File: config.mk
export PLATFORM = sky130hd
export DESIGN_NAME = mmmc_alu
export DESIGN_NICKNAME = d
export VERILOG_FILES = /design/src/mmmc_pkg.sv /design/src/mmmc_alu.sv
export SDC_FILE = /design/constraint.sdc
export NUM_CORES = 1
export LEC_CHECK = 0
export ABC_AREA = 1
export BUFFER_PORTS_ARGS = -buffer_cell sky130_fd_sc_hd__buf_4
export CORE_UTILIZATION = 30
export DETAILED_ROUTE_END_ITERATION = 6
export REMOVE_ABC_BUFFERS = 1
export SYNTH_ARGS = -nofsm -noshare
export SYNTH_HDL_FRONTEND = slang
export SYNTH_SLANG_ARGS = --single-unit
File: constraint.sdc
create_clock -name vclk -period 4.6
set_clock_uncertainty 0.1 [all_clocks]
set_input_delay 0.69 -clock vclk [all_inputs]
set_output_delay 0.69 -clock vclk [all_outputs]
set_load 0.02 [all_outputs]
File: src/mmmc_pkg.sv
// ----------------------------------------------------------------------------
// mmmc_pkg
// Types and constants shared by the move machine core and its units.
// ----------------------------------------------------------------------------
package mmmc_pkg;

  typedef struct packed {
    logic        opcode;
    logic [15:0] load_address;
    logic [7:0]  load_data;
  } request_t;

  typedef struct packed {
    logic [2:0]  event_kind;
    logic [7:0]  out_byte;
    logic [15:0] program_counter;
  } result_t;

  typedef struct packed {
    logic        we;
    logic [15:0] addr;
    logic [7:0]  wdata;
  } mem_req_t;

  typedef enum logic [2:0] {
    ALU_OR,
    ALU_SHL,
    ALU_ADD,
    ALU_NOT,
    ALU_DEC
  } alu_op_t;

  typedef struct packed {
    alu_op_t     op;
    logic [15:0] a;
    logic [7:0]  b;
  } alu_req_t;

  typedef enum logic [4:0] {
    ST_CLEAR,
    ST_IDLE,
    ST_RDEC,
    ST_RMEM,
    ST_ROP1,
    ST_ROP2,
    ST_PHI,
    ST_PLO,
    ST_PEND,
    ST_PTRRD,
    ST_POP1,
    ST_POP2,
    ST_POP3,
    ST_RRET,
    ST_WDEC,
    ST_JNZ,
    ST_WPTR,
    ST_PUSH1,
    ST_PUSH2,
    ST_PUSH3,
    ST_PUSH4,
    ST_CALL1,
    ST_CALL2,
    ST_FIN
  } state_t;

  typedef enum logic [1:0] {
    PH_FLO,
    PH_FHI,
    PH_EXEC
  } phase_t;

  typedef enum logic [2:0] {
    OP_RD_PTR,
    OP_RD_POP,
    OP_WR_JNZ,
    OP_WR_PTR,
    OP_WR_PUSH,
    OP_WR_CALL
  } ptr_op_t;

  localparam logic OPC_LOAD = 1'b0;
  localparam logic OPC_STEP = 1'b1;

  localparam logic [2:0] EV_NONE    = 3'd0;
  localparam logic [2:0] EV_CHAR    = 3'd1;
  localparam logic [2:0] EV_EXIT    = 3'd2;
  localparam logic [2:0] EV_ODD     = 3'd3;
  localparam logic [2:0] EV_HALTED  = 3'd4;

  localparam logic [7:0]  CONST_PAGE = 8'hff;
  localparam logic [15:0] A_EXIT  = 16'hfeff;
  localparam logic [15:0] A_PUTC  = 16'hfefe;
  localparam logic [15:0] A_OP1   = 16'hfefd;
  localparam logic [15:0] A_OP2   = 16'hfefc;
  localparam logic [15:0] A_OR    = 16'hfefb;
  localparam logic [15:0] A_SHL   = 16'hfefa;
  localparam logic [15:0] A_JNZ   = 16'hfef9;
  localparam logic [15:0] A_JMPH  = 16'hfef7;
  localparam logic [15:0] A_JMPL  = 16'hfef8;
  localparam logic [15:0] A_PTRH  = 16'hfef5;
  localparam logic [15:0] A_PTRA  = 16'hfef4;
  localparam logic [15:0] A_ADD   = 16'hfef3;
  localparam logic [15:0] A_NOT   = 16'hfef2;
  localparam logic [15:0] A_SPH   = 16'hfef0;
  localparam logic [15:0] A_SPL   = 16'hfef1;
  localparam logic [15:0] A_STACK = 16'hfeef;
  localparam logic [15:0] A_CALL  = 16'hfeee;

endpackage

File: src/mmmc_alu.sv
// ----------------------------------------------------------------------------
// mmmc_alu
// Shared arithmetic unit: byte or, shift, add, logical not, 16-bit add and
// decrement for pointers and the program counter.
// ----------------------------------------------------------------------------
module mmmc_alu (
  input  mmmc_pkg::alu_req_t req,
  output logic [15:0]        y
);
  import mmmc_pkg::*;

  logic [7:0] shl;

  always_comb begin
    shl = req.a[7:0] << req.b[2:0];
    unique case (req.op)
      ALU_OR:  y = {8'h00, req.a[7:0] | req.b};
      ALU_SHL: y = (req.b >= 8'd8) ? 16'h0000 : {8'h00, shl};
      ALU_ADD: y = req.a + {8'h00, req.b};
      ALU_NOT: y = {15'd0, (req.a[7:0] == 8'h00)};
      ALU_DEC: y = req.a - 16'd1;
      default: y = 16'h0000;
    endcase
  end

endmodule

==> flow_results.xml <==
<?xml version="1.0" encoding="UTF-8"?>
<metrics>
  <group name="outcome">
    <metric name="run_status" unit="">completed</metric>
  </group>
  <group name="power_and_ir_drop">
    <metric name="static-leakage-power" unit="nW">1.26</metric>
    <metric name="power.density" unit="mW/mm^2">117</metric>
    <metric name="peakVddDrop" unit="mV">0.0493</metric>
    <metric name="design_power_total" unit="W">0.000250</metric>
  </group>
  <group name="finish">
    <metric name="layout_common_cells" unit="">sky130_fd_sc_hd__nand2_1 (112), sky130_fd_sc_hd__inv_1 (63), sky130_fd_sc_hd__buf_4 (43)</metric>
    <metric name="num_antenna_cells" unit="">0</metric>
    <metric name="area_delta_synth_final" unit="%">21.3</metric>
    <metric name="sequential_cell_area" unit="um^2">0</metric>
    <metric name="clock_buffer_count" unit="">0</metric>
    <metric name="fill_cells" unit="">656</metric>
    <metric name="seq_cell_count" unit="">0</metric>
    <metric name="layout.cells.most_common" unit="">sky130_fd_sc_hd__nand2_1</metric>
    <metric name="share_of_final_layout_standard_cells_stronger_than_drive_strength_1" unit="%">17.8</metric>
    <metric name="finish.net_count" unit="">432</metric>
  </group>
  <group name="synth">
    <metric name="synth-seq-area-share" unit="%">0</metric>
    <metric name="syn_avg_cell_area" unit="um^2">5.12</metric>
    <metric name="yosys_warnings" unit="">0</metric>
    <metric name="synth_cell_type_count" unit="">34</metric>
    <metric name="synth_area" unit="mm^2">0.00176</metric>
    <metric name="synthCells" unit="">344</metric>
  </group>
  <group name="floorplan">
    <metric name="floorplan.initialDensity" unit="%">31.6</metric>
    <metric name="floorplan.rows" unit="">27</metric>
    <metric name="pin_count" unit="">43</metric>
    <metric name="dieHeight" unit="um">78.6</metric>
    <metric name="design.core.area" unit="mm^2">0.00557</metric>
    <metric name="die_area" unit="mm^2">0.00618</metric>
    <metric name="die-width" unit="um">78.6</metric>
  </group>
  <group name="global_routing">
    <metric name="grt_first_pass_wirelength" unit="mm">9.23</metric>
    <metric name="grt_pass1_vias" unit="">2032</metric>
    <metric name="pin_count_of_the_biggest_net_entering_global_routing" unit="">17</metric>
    <metric name="grt_use_total" unit="%">18.3</metric>
    <metric name="grt_antenna_before_repair" unit="">0</metric>
    <metric name="global_route.overflow_total" unit="">0</metric>
  </group>
  <group name="placement">
    <metric name="detailedPlacementHpwl" unit="mm">4.73</metric>
    <metric name="port_buffers" unit="">43</metric>
    <metric name="routabilityCongestion" unit="">0.894</metric>
  </group>
  <group name="sta">
    <metric name="worst_relative_slew_slack" unit="%">47.0</metric>
    <metric name="fmax" unit="MHz">268</metric>
    <metric name="finalWorstPathRequiredPeriod" unit="ns">3.74</metric>
    <metric name="totalNegativeSetupSlack" unit="ns">0</metric>
    <metric name="setup_violations" unit="">0</metric>
    <metric name="number_of_hold_slack_violations_in_the_final_timing_report" unit="">0</metric>
    <metric name="tightest_slew" unit="ns">0.795</metric>
    <metric name="drv_slew" unit="">0</metric>
    <metric name="rsz0062_at_grt" unit="">false</metric>
    <metric name="fin_crit_sh" unit="%">81.2</metric>
  </group>
  <group name="setup_path">
    <metric name="critical_path_fanouts_max" unit="">13</metric>
    <metric name="worstSetupStartpointType" unit="">primary input</metric>
    <metric name="cp_top_family" unit="">simple AND/OR/NAND/NOR gates</metric>
    <metric name="worst_ep_arrival_time" unit="ns">2.95</metric>
    <metric name="data_required_time_at_the_worst_endpoint" unit="ns">3.81</metric>
    <metric name="timing.critical_path.from" unit="">req[0]</metric>
    <metric name="crit_end_category" unit="">output pin</metric>
    <metric name="timing.setup.critical_path_class" unit="">in -&gt; out</metric>
    <metric name="path_cells" unit="">buf_4, inv_2, ha_1, nand2_1, nor2_1, inv_1, o21ai_0, ha_1, nand2_1, nand2_1, nand2_1, nand2_1, a21oi_1, nand3_2, nand2_1, nor2_1, buf_4</metric>
    <metric name="cp_num_buf_inv" unit="">4</metric>
    <metric name="critical-path-top-cell-by-count" unit="">sky130_fd_sc_hd__nand2_1</metric>
    <metric name="critical-path-slowest-cell" unit="">sky130_fd_sc_hd__ha_1</metric>
    <metric name="critical-path-max-stage-delay" unit="ns">0.37</metric>
  </group>
  <group name="routing">
    <metric name="drt_iter0_drcs" unit="">121</metric>
    <metric name="postRouteWirelength" unit="mm">5.50</metric>
    <metric name="drc" unit="">0</metric>
    <metric name="detail_route.wl_per_cell" unit="um">12.1</metric>
    <metric name="vias" unit="">2219</metric>
    <metric name="drt.antenna.violating_nets" unit="">0</metric>
    <metric name="drt-vias-per-instance" unit="">4.89</metric>
    <metric name="drt-pass1-iter-count" unit="">5</metric>
  </group>
  <group name="min_path">
    <metric name="worst_hold_path.num_cells" unit="">4</metric>
    <metric name="whs_endpoint" unit="">y[5]</metric>
    <metric name="worstHoldPathType" unit="">in -&gt; out</metric>
    <metric name="min_from" unit="">req[5]</metric>
  </group>
  <group name="clocking">
    <metric name="cts_setup_buffers" unit="">0</metric>
    <metric name="holdBufCountCts" unit="">0</metric>
    <metric name="cts_resized" unit="">0</metric>
  </group>
  <group name="job">
    <metric name="maxCapViolations" unit="">0</metric>
  </group>
</metrics>
worst min-delay path: cells and delay by family:
family | cells | cell delay, ns
compound gates | 1 | 0.08
buf+inv | 2 | 0.24
simple gates | 1 | 0.09
cell usage after synthesis:
library cell	count	area, um^2
sky130_fd_sc_hd__o2111ai_1	1	8.76
sky130_fd_sc_hd__nand2_1	112	420
sky130_fd_sc_hd__a21oi_1	16	80.1
sky130_fd_sc_hd__a21oi_2	2	17.5
sky130_fd_sc_hd__nor4_1	1	6.26
sky130_fd_sc_hd__nor2_1	29	109
sky130_fd_sc_hd__o21ai_0	19	95.1
sky130_fd_sc_hd__nand4_2	1	12.5
sky130_fd_sc_hd__buf_2	1	5.00
sky130_fd_sc_hd__a21boi_0	1	7.51
sky130_fd_sc_hd__buf_4	3	22.5
sky130_fd_sc_hd__o211ai_1	6	45.0
sky130_fd_sc_hd__nand3_1	24	120
sky130_fd_sc_hd__o211ai_2	1	12.5
sky130_fd_sc_hd__nand4_1	5	31.3
sky130_fd_sc_hd__nand2_2	7	43.8
sky130_fd_sc_hd__inv_2	4	15.0
sky130_fd_sc_hd__o22ai_1	1	6.26
sky130_fd_sc_hd__fa_1	1	20.0
sky130_fd_sc_hd__or2_1	1	6.26
sky130_fd_sc_hd__ha_1	20	250
sky130_fd_sc_hd__nand3_2	1	10.0
sky130_fd_sc_hd__and2_1	1	6.26
sky130_fd_sc_hd__nand3b_1	5	37.5
sky130_fd_sc_hd__nor2_2	3	18.8
sky130_fd_sc_hd__nor2_4	2	22.5
sky130_fd_sc_hd__inv_1	63	236
sky130_fd_sc_hd__nand2_4	1	11.3
sky130_fd_sc_hd__nor3_1	4	20.0
sky130_fd_sc_hd__buf_6	1	11.3
sky130_fd_sc_hd__o21ai_2	1	8.76
sky130_fd_sc_hd__o31ai_1	3	22.5
sky130_fd_sc_hd__or2_2	2	12.5
sky130_fd_sc_hd__o21bai_1	1	7.51
kinds of logic after synthesis:
logic type,count (synthesis),share of synthesized area [%]
adders and majority gates,21,15.4
and+or+nand+nor,199,50.5
buffers and inverters,72,16.5
AOI/OAI and AO/OA,52,17.7
report_power, final:
part	internal, W	switching, W	total (W)
clock	0	0	0
sequential	0	0	0
combinational	0.0000949	0.000155	0.000250
worst max path at each step:
stage                       end  slack, ns  cells past startpoint
after floorplan            y[8]       1.24                     14
after global placement     y[7]       0.88                     17
after detailed placement  y[15]       0.88                     17
after CTS                 y[15]       0.88                     17
after global routing       y[9]       0.55                     19
final                     y[15]       0.86                     17
cell type report:
cell class	count	area, um^2	area share [%]
Timing Repair Buffer	43	323	15.1
Tap cell	72	90.1	4.22
Inverter	67	251	11.8
Multi-Input combinational cell	272	1470	68.9
per-layer routing:
layer | vias to the layer above | part of all wire [%] | GRT usage (%)
met1 | 954 | 47 | 25.0
met5 | - | 0 | 0
met2 | 78 | 46 | 31.4
met3 | 6 | 5.5 | 1.05
li1 | 1181 | - | -
met4 | 0 | 1.7 | 3.15
metrics by stage:
step                std cells  utilization (%)  hold slack (ns)  area [um^2]  worst slack [ns]
finish                    454             38.3             1.70         2130             0.863
detailed placement        454             38.3             1.69         2130             0.884
floorplan                 339                -             1.48         1720              1.24
CTS                       454             38.3             1.70         2130             0.881
global route              454             38.3             1.74         2130             0.555
global placement          454             38.3             1.70         2130             0.880
(Power assumes the default switching activity.)
